===== src/hw/rtl/postfix_stack_evaluator_macros.svh =====
// Assertion macros shared by the postfix stack evaluator RTL.
`ifndef POSTFIX_STACK_EVALUATOR_MACROS_SVH
`define POSTFIX_STACK_EVALUATOR_MACROS_SVH

// Same-cycle implication, disabled while reset is asserted.
`define PSEV_ASSERT_IMPL(label, clk, rst_n, ante, cons) \
	label: assert property (@(posedge clk) disable iff (!rst_n) (ante) |-> (cons)) \
		else $error("psev: same-cycle check failed");

// Next-cycle implication, disabled while reset is asserted.
`define PSEV_ASSERT_NEXT(label, clk, rst_n, ante, cons) \
	label: assert property (@(posedge clk) disable iff (!rst_n) (ante) |=> (cons)) \
		else $error("psev: next-cycle check failed");

`endif


===== src/hw/rtl/psev_pkg.sv =====
// Types and constants of the postfix stack evaluator.
package psev_pkg;

	localparam int unsigned STACK_DEPTH_DEF = 16;
	localparam int unsigned DATA_W          = 32;
	localparam int unsigned CMD_W           = 3;
	localparam int unsigned DEPTH_OUT_W     = 5;
	localparam int unsigned STATUS_W        = 2;

	// Token kinds.
	localparam logic [CMD_W-1:0] CMD_NUMBER = 3'd0;
	localparam logic [CMD_W-1:0] CMD_ADD    = 3'd1;
	localparam logic [CMD_W-1:0] CMD_SUB    = 3'd2;
	localparam logic [CMD_W-1:0] CMD_MUL    = 3'd3;
	localparam logic [CMD_W-1:0] CMD_DIV    = 3'd4;

	// Status codes.
	localparam logic [STATUS_W-1:0] STAT_OK        = 2'd0;
	localparam logic [STATUS_W-1:0] STAT_UNDERFLOW = 2'd1;
	localparam logic [STATUS_W-1:0] STAT_FULL      = 2'd2;
	localparam logic [STATUS_W-1:0] STAT_DIVZERO   = 2'd3;

	typedef struct packed {
		logic [CMD_W-1:0]         cmd;
		logic signed [DATA_W-1:0] number_value;
		logic                     end_of_expression;
	} in_t;

	typedef struct packed {
		logic signed [DATA_W-1:0]  top_value;
		logic [DEPTH_OUT_W-1:0]    stack_depth;
		logic [STATUS_W-1:0]       status;
		logic                      expression_done;
	} out_t;

	// Shift control of one stack cell.
	typedef struct packed {
		logic shift_down;
		logic shift_up;
	} cell_ctrl_t;

endpackage


===== src/hw/rtl/psev_cell.sv =====
// One stack cell: holds a value and shifts it toward either neighbor.
module psev_cell (
	input  logic                            clk,
	input  psev_pkg::cell_ctrl_t            ctrl,
	input  logic [psev_pkg::DATA_W-1:0]     from_above,
	input  logic [psev_pkg::DATA_W-1:0]     from_below,
	output logic [psev_pkg::DATA_W-1:0]     value
);
	import psev_pkg::*;

	logic [DATA_W-1:0] value_q;

	// A push moves values down the chain, a pop moves them back up.
	always_ff @(posedge clk) begin
		if (ctrl.shift_down) begin
			value_q <= from_above;
		end else if (ctrl.shift_up) begin
			value_q <= from_below;
		end
	end

	assign value = value_q;

endmodule


===== src/hw/rtl/psev_div.sv =====
// Iterative signed divider, one quotient bit per cycle, truncating toward zero.
module psev_div (
	input  logic                        clk,
	input  logic                        arst_n,
	input  logic                        start,
	input  logic [psev_pkg::DATA_W-1:0] dividend,
	input  logic [psev_pkg::DATA_W-1:0] divisor,
	output logic                        done,
	output logic [psev_pkg::DATA_W-1:0] quotient
);
	import psev_pkg::*;

	localparam int unsigned CNT_W = $clog2(DATA_W + 1);

	logic              busy_q;
	logic              fix_q;
	logic [CNT_W-1:0]  cnt_q;
	logic              neg_q;
	logic [DATA_W-1:0] dvd_q;
	logic [DATA_W-1:0] dvs_q;
	logic [DATA_W-1:0] rem_q;
	logic [DATA_W:0]   shifted;
	logic [DATA_W+1:0] diff;
	logic              qbit;

	// Trial subtraction of the divisor from the shifted partial remainder.
	assign shifted = {rem_q, dvd_q[DATA_W-1]};
	assign diff    = {1'b0, shifted} - {2'b00, dvs_q};
	assign qbit    = ~diff[DATA_W+1];

	// Step counter and the one-cycle done flag at the end.
	always_ff @(posedge clk or negedge arst_n) begin
		if (!arst_n) begin
			busy_q <= 1'b0;
			fix_q  <= 1'b0;
			cnt_q  <= '0;
		end else if (start) begin
			busy_q <= 1'b1;
			fix_q  <= 1'b0;
			cnt_q  <= CNT_W'(DATA_W);
		end else if (busy_q) begin
			cnt_q <= cnt_q - CNT_W'(1);
			if (cnt_q == CNT_W'(1)) begin
				busy_q <= 1'b0;
				fix_q  <= 1'b1;
			end
		end else begin
			fix_q <= 1'b0;
		end
	end

	// Operand magnitudes in, then quotient bits shift into the dividend register.
	always_ff @(posedge clk) begin
		if (start) begin
			neg_q <= dividend[DATA_W-1] ^ divisor[DATA_W-1];
			dvd_q <= dividend[DATA_W-1] ? (DATA_W'(0) - dividend) : dividend;
			dvs_q <= divisor[DATA_W-1] ? (DATA_W'(0) - divisor) : divisor;
			rem_q <= '0;
		end else if (busy_q) begin
			rem_q <= qbit ? diff[DATA_W-1:0] : shifted[DATA_W-1:0];
			dvd_q <= {dvd_q[DATA_W-2:0], qbit};
		end
	end

	assign done     = fix_q;
	assign quotient = neg_q ? (DATA_W'(0) - dvd_q) : dvd_q;

endmodule


===== src/hw/rtl/postfix_stack_evaluator.sv =====
// Top level of the postfix stack evaluator: control, ALU and the cell chain.
// Postfix (reverse Polish) integer evaluator, one token per input transaction.
// Input channel: in_valid / in_stall with in_item (cmd, number_value,
// end_of_expression). Output channel: out_valid / out_stall with out_item
// (top_value, stack_depth, status, expression_done), one result per token.
// The value stack is a chain of STACK_DEPTH cells; cell 0 is the top of stack.
// A push shifts the chain down, an operator replaces cell 0 with its result
// and shifts the rest up, so each push or pop moves the whole chain at once.
// Sequence: a token is captured in FSM_IDLE and executed in FSM_ALU; a number,
// add, subtract or multiply token (and any faulting token) goes on to FSM_EMIT,
// a divide first waits in FSM_DIV for the 32-step bit-serial divider and then
// writes its quotient back; FSM_EMIT loads the result into the output register.
// Only one token is in flight; in_stall is high until its result has been
// loaded into the output register, which then waits there while out_stall
// is high, while the next token may already be accepted.
// Reset (arst_n low) empties the stack and drops any pending result.
// An end_of_expression token empties the stack after its result is produced.
module postfix_stack_evaluator #(
	parameter int unsigned STACK_DEPTH = psev_pkg::STACK_DEPTH_DEF
) (
	input  logic           clk,
	input  logic           arst_n,
	input  logic           in_valid,
	output logic           in_stall,
	input  psev_pkg::in_t  in_item,
	output logic           out_valid,
	input  logic           out_stall,
	output psev_pkg::out_t out_item
);
	import psev_pkg::*;
	`include "postfix_stack_evaluator_macros.svh"

	localparam int unsigned SP_W = $clog2(STACK_DEPTH + 1);

	typedef enum logic [3:0] {
		FSM_IDLE = 4'b0001,
		FSM_ALU  = 4'b0010,
		FSM_DIV  = 4'b0100,
		FSM_EMIT = 4'b1000
	} fsm_t;

	fsm_t                state_q, state_d;
	logic [CMD_W-1:0]    cmd_q;
	logic [DATA_W-1:0]   num_q;
	logic                eoe_q;
	logic [STATUS_W-1:0] status_q, status_d;
	logic [SP_W-1:0]     sp_q, sp_d;
	logic                out_valid_q;
	out_t                out_item_q;

	logic [DATA_W-1:0]   cell_val [STACK_DEPTH];
	cell_ctrl_t          cell_ctrl [STACK_DEPTH];
	logic [DATA_W-1:0]   load_val;
	logic [DATA_W-1:0]   right_w;
	logic [DATA_W-1:0]   left_w;
	logic [DATA_W-1:0]   prod_w;
	logic                push;
	logic                pop;
	logic                out_free;
	logic                emit;
	logic                div_start;
	logic                div_done;
	logic [DATA_W-1:0]   div_quo;

	assign right_w  = cell_val[0];
	assign left_w   = cell_val[1];
	assign prod_w   = left_w * right_w;
	assign out_free = !out_valid_q || !out_stall;
	assign emit     = (state_q == FSM_EMIT) && out_free;
	assign in_stall = (state_q != FSM_IDLE);

	// Token decode and stack control.
	always_comb begin
		state_d   = state_q;
		status_d  = status_q;
		sp_d      = sp_q;
		push      = 1'b0;
		pop       = 1'b0;
		div_start = 1'b0;
		load_val  = num_q;
		unique case (state_q)
			FSM_IDLE: begin
				if (in_valid) begin
					state_d = FSM_ALU;
				end
			end
			FSM_ALU: begin
				status_d = STAT_OK;
				state_d  = FSM_EMIT;
				unique case (cmd_q) inside
					CMD_NUMBER: begin
						if (sp_q >= SP_W'(STACK_DEPTH)) begin
							status_d = STAT_FULL;
						end else begin
							push = 1'b1;
							sp_d = sp_q + SP_W'(1);
						end
					end
					CMD_ADD, CMD_SUB, CMD_MUL, CMD_DIV: begin
						if (sp_q < SP_W'(2)) begin
							status_d = STAT_UNDERFLOW;
						end else if (cmd_q == CMD_DIV) begin
							if (right_w == '0) begin
								status_d = STAT_DIVZERO;
							end else begin
								div_start = 1'b1;
								state_d   = FSM_DIV;
							end
						end else begin
							pop  = 1'b1;
							sp_d = sp_q - SP_W'(1);
							unique case (cmd_q)
								CMD_ADD: load_val = left_w + right_w;
								CMD_SUB: load_val = left_w - right_w;
								default: load_val = prod_w;
							endcase
						end
					end
					default: ;
				endcase
			end
			FSM_DIV: begin
				if (div_done) begin
					pop      = 1'b1;
					load_val = div_quo;
					sp_d     = sp_q - SP_W'(1);
					state_d  = FSM_EMIT;
				end
			end
			FSM_EMIT: begin
				if (out_free) begin
					state_d = FSM_IDLE;
					if (eoe_q) begin
						sp_d = '0;
					end
				end
			end
			default: state_d = FSM_IDLE;
		endcase
	end

	// Control registers.
	always_ff @(posedge clk or negedge arst_n) begin
		if (!arst_n) begin
			state_q     <= FSM_IDLE;
			sp_q        <= '0;
			status_q    <= STAT_OK;
			out_valid_q <= 1'b0;
		end else begin
			state_q  <= state_d;
			sp_q     <= sp_d;
			status_q <= status_d;
			if (emit) begin
				out_valid_q <= 1'b1;
			end else if (!out_stall) begin
				out_valid_q <= 1'b0;
			end
		end
	end

	// Captured token and the output register.
	always_ff @(posedge clk) begin
		if (in_valid && !in_stall) begin
			cmd_q <= in_item.cmd;
			num_q <= in_item.number_value;
			eoe_q <= in_item.end_of_expression;
		end
		if (emit) begin
			out_item_q.top_value       <= (sp_q != '0) ? cell_val[0] : '0;
			out_item_q.stack_depth     <= DEPTH_OUT_W'(sp_q);
			out_item_q.status          <= status_q;
			out_item_q.expression_done <= eoe_q;
		end
	end

	// Chain of stack cells; cell 0 takes the new value on both push and pop.
	for (genvar i = 0; i < STACK_DEPTH; i++) begin : g_cell
		logic [DATA_W-1:0] above;
		logic [DATA_W-1:0] below;

		if (i == 0) begin : g_top
			assign above               = load_val;
			assign cell_ctrl[i].shift_down = push || pop;
			assign cell_ctrl[i].shift_up   = 1'b0;
		end else begin : g_rest
			assign above               = cell_val[i-1];
			assign cell_ctrl[i].shift_down = push;
			assign cell_ctrl[i].shift_up   = pop;
		end

		if (i == STACK_DEPTH - 1) begin : g_last
			assign below = '0;
		end else begin : g_mid
			assign below = cell_val[i+1];
		end

		psev_cell u_cell (
			.clk        (clk),
			.ctrl       (cell_ctrl[i]),
			.from_above (above),
			.from_below (below),
			.value      (cell_val[i])
		);
	end

	psev_div u_div (
		.clk      (clk),
		.arst_n   (arst_n),
		.start    (div_start),
		.dividend (left_w),
		.divisor  (right_w),
		.done     (div_done),
		.quotient (div_quo)
	);

	assign out_valid = out_valid_q;
	assign out_item  = out_item_q;

	// Checks on the control logic.
	`PSEV_ASSERT_IMPL(a_sp_bound, clk, arst_n, 1'b1, sp_q <= SP_W'(STACK_DEPTH))
	`PSEV_ASSERT_NEXT(a_accept_to_alu, clk, arst_n, in_valid && !in_stall, state_q == FSM_ALU)
	`PSEV_ASSERT_NEXT(a_emit_loads, clk, arst_n, emit, out_valid_q && state_q == FSM_IDLE)
	`PSEV_ASSERT_NEXT(a_eoe_clears, clk, arst_n, emit && eoe_q, sp_q == '0)
	`PSEV_ASSERT_IMPL(a_div_done_in_div, clk, arst_n, div_done, state_q == FSM_DIV)

endmodule


===== config.mk =====
export PLATFORM = sky130hd
export DESIGN_NAME = postfix_stack_evaluator
export DESIGN_NICKNAME = d
export VERILOG_FILES = /design/src/hw/rtl/psev_pkg.sv /design/src/hw/rtl/psev_cell.sv /design/src/hw/rtl/psev_div.sv /design/src/hw/rtl/postfix_stack_evaluator.sv
export VERILOG_INCLUDE_DIRS = /design/src /design/src/hw/rtl
export SDC_FILE = /design/constraint.sdc
export NUM_CORES = 2
export LEC_CHECK = 0
export BUFFER_PORTS_ARGS = -buffer_cell sky130_fd_sc_hd__buf_2
export CORE_MARGIN = 2
export CORE_UTILIZATION = 40
export CTS_CLUSTER_SIZE = 30
export DETAILED_ROUTE_END_ITERATION = 10
export GPL_ROUTABILITY_DRIVEN = 0
export SYNTH_ARGS = -nofsm -noshare
export SYNTH_HDL_FRONTEND = slang
export SYNTH_SLANG_ARGS = --single-unit
export TNS_END_PERCENT = 30

===== constraint.sdc =====
create_clock -name clk -period 20.4 [get_ports clk]
set_clock_uncertainty 0.1 [all_clocks]
set_input_delay 4.08 -clock clk [delete_from_list [all_inputs] [get_ports clk]]
set_output_delay 4.08 -clock clk [all_outputs]
set_load 0.05 [all_outputs]

==> out/results.txt <==
Post-route minimum period = 8.01 ns
Count of final hold-check violations = 0
Achievable Freq = 125 MHz
Max-slew violation count = 0
Layout cells sized above 1 = 5.96%
DR vias/cell = 5.23
Syn. warnings = 0
Gr usage total = 20.3%
Die ar. = 0.129 mm²
R2R Path Start = g_cell[1].u_cell.value[18]
Worst-margin pin slew = 1.14 ns
Critical Path Start Type = flop
Initial core utilization = 40.3%
Crit Path Class = reg2reg
DR iter-0 viols = 3612
Routed len/inst = 18.7 µm
Sequential-to-total area share from yosys stat = 41.1%
Drt drc = 0
Syn Nets = 5937
Site Rows = 130
Distinct cells, synth = 76
Max Buffers Root-to-Sink = 3
Die width = 359 µm
H-tree levels = 3
Final cell count without fillers = 6954
Worst min-delay path class = reg2reg
Cell area after synthesis = 0.0505 mm²
Ys async rst share = 2.84%
Die Y = 359 µm
Initial antenna violation count = 5
Hold path startpoint = status_q[1]
RSZ-0062 raised after global routing = no
Inst Count DP = 6806
Pre-antenna DRT Iters = 6
Post-CTS repair timing setup buffer count = 0
Tcrit/Tclk final = 39.3%
Total of max-cap violations = 0
Post-synth EDFFs = 653
Status = finished, final reports clean
Final setup TNS = 0 ns
Critical Path RT = 20.73 ns
Syn_area_per_cell = 9.54 µm²
Crit path max fanout = 20
Ys flop type = edfxtp_1
CP arrival = 8.35 ns
TritonCTS clock tree = done
Finish-stage setup viols = 0
# IOs = 82
Nets@finish = 5883
CTS Buf Count = 81
Crit end category = flop
Rel. slew slack = 24.1%
Clock latency on the worst-skew pair = 0.70 ns
Register bit total from synthesis = 705
Core area = 0.125 mm²
CTS-repair resized insts = 0
CTS Hold Bufs = 0
DR vias = 36.3k
Clk pin slew, worst setup/hold paths = 0.06 ns
Vias in the first global route = 36.3k
Routed Antenna Nets = 0
Global-route wire length before repair = 208 mm
Num Clock Sinks = 705
Largest net degree at the start of global routing = 240
WL final = 130 mm
Mapped Cells = 5293
Layout area overhead = 9.12%
Dpl hpwl = 88.3 mm
Crit. Startpoint = g_cell[1].u_cell.value[18]
IO buf count = 81
Fin worst setup slack = 12.39 ns
Congestion Overflow GR = 0
Place WS = 12.49 ns
Root Driver = clkbuf_16
## area by class of cell
type                            count  area [µm²]
Fill cell                       12000       70300
Multi-Input combinational cell   3844       27000
Sequential cell                   705       20800
Clock buffer                       97        2150
Tap cell                         1650        2060
Inverter                          447        1680
Timing Repair Buffer              160        1010
Clock inverter                     50         450
Antenna cell                        1        2.50
## critical path: stages, from the launching register on
cell and delay, ns:
edfxtp_1 1.10, and2_1 0.27, fa_1 0.42, inv_1 0.08
fa_1 0.42, fa_1 0.49, fa_1 0.54, inv_1 0.05
fa_1 0.49, fa_1 0.58, fa_1 0.43, fa_1 0.44
ha_1 0.39, a2111o_1 0.45, a31oi_1 0.15, o21bai_1 0.09
a221o_1 0.35, a31oi_1 0.36, o211a_1 0.21, o41ai_1 0.07
a31oi_1 0.20, o31ai_1 0.10
## path summary, 6_finish.rpt
path,endpoint,slack (ns),cells past startpoint
worst max-delay path,g_cell[0].u_cell.value[30],12.39,21
worst min-delay path,out_item[2],0.39,0
worst max register to register,g_cell[0].u_cell.value[30],12.39,21
worst min register to register,out_item[2],0.39,0
max in group asynchronous,state_q[0],16.59,1
min in group asynchronous,sp_q[0],3.24,1
## per-stage QoR
| step | area, µm² | hold slack (ns) | util, % |
|---|---|---|---|
| floorplan | 50500 | 0.323 | - |
| global placement | 52500 | 0.374 | 41.9 |
| detailed placement | 52500 | 0.384 | 41.9 |
| CTS | 55100 | 0.395 | 43.9 |
| global route | 55100 | 0.414 | 43.9 |
| finish | 55100 | 0.393 | 43.9 |
## logic make-up (layout without fill, tap and decap cells)
family          count (synthesis)  after routing  synth area share (%)
xor+xnor                      241            241                  4.18
buf+inv                       744            754                  5.55
mux                            16             16                 0.325
simple gates                 2446           2446                  21.1
fa+ha+maj                     604            604                  21.1
flops                         705            705                  41.1
compound gates                537            537                  6.73
other cells                     0              1                     0
## state kept, by name, summed over array words and instances, names as in the netlist, 2 cells and up
signal	count
cmd_q	3
state_q	4
out_item	40
u_div.cnt_q	6
u_div.dvs_q	32
g_cell.u_cell.value	512
u_div.rem_q	32
u_div.dvd_q	32
sp_q	5
num_q	32
status_q	2
## layer usage
metal / track usage (%) / vias up / part of all wire, %
met2: 31.5 / 1160 / 45
met3: 3.32 / 289 / 6.9
met5: 0 / - / 0
li1: - / 17000 / -
met4: 8.51 / 0 / 4.2
met1: 28.2 / 17800 / 44
## cells in the final DEF, fill, tap and decap left out, types with 17 or more instances in the layout
cell type     n
ha_1        194
o31ai_1      22
nor3_1       45
o21a_1       19
edfxtp_1    653
buf_4        78
a22oi_1      19
and2_1      340
dfxtp_1      32
clkbuf_16    83
fa_1        410
nor2b_1      48
a21oi_1     116
inv_1       446
a21o_1       24
a31oi_1      31
nand2b_1     17
o21ai_0     160
xor2_1       92
buf_2        81
dfrtp_1      19
xnor2_1     149
clkinv_1     21
nand2_1    1741
o21ai_1      17
nand3_1      27
nor2_1      124
a211oi_1     17
## synthesized netlist by cell type (31+ instances only)
library cell  number  share of area (%)
nor2_1           129               0.96
a21oi_1          117                1.2
dfxtp_1           32                1.3
o21ai_0          160                1.6
xor2_1            92                1.6
ha_1             194                4.8
fa_1             410                 16
and2_1           340                4.2
inv_1            446                3.3
edfxtp_1         653                 39
clkbuf_1         291                2.2
xnor2_1          149                2.6
a31oi_1           31               0.38
nor2b_1           48               0.59
nand2_1         1742                 13
nor3_1            45               0.45
Power is left out: the tool's default activity adds up to more than one toggle a clock period on the data nets, which glitch-free logic cannot reach.
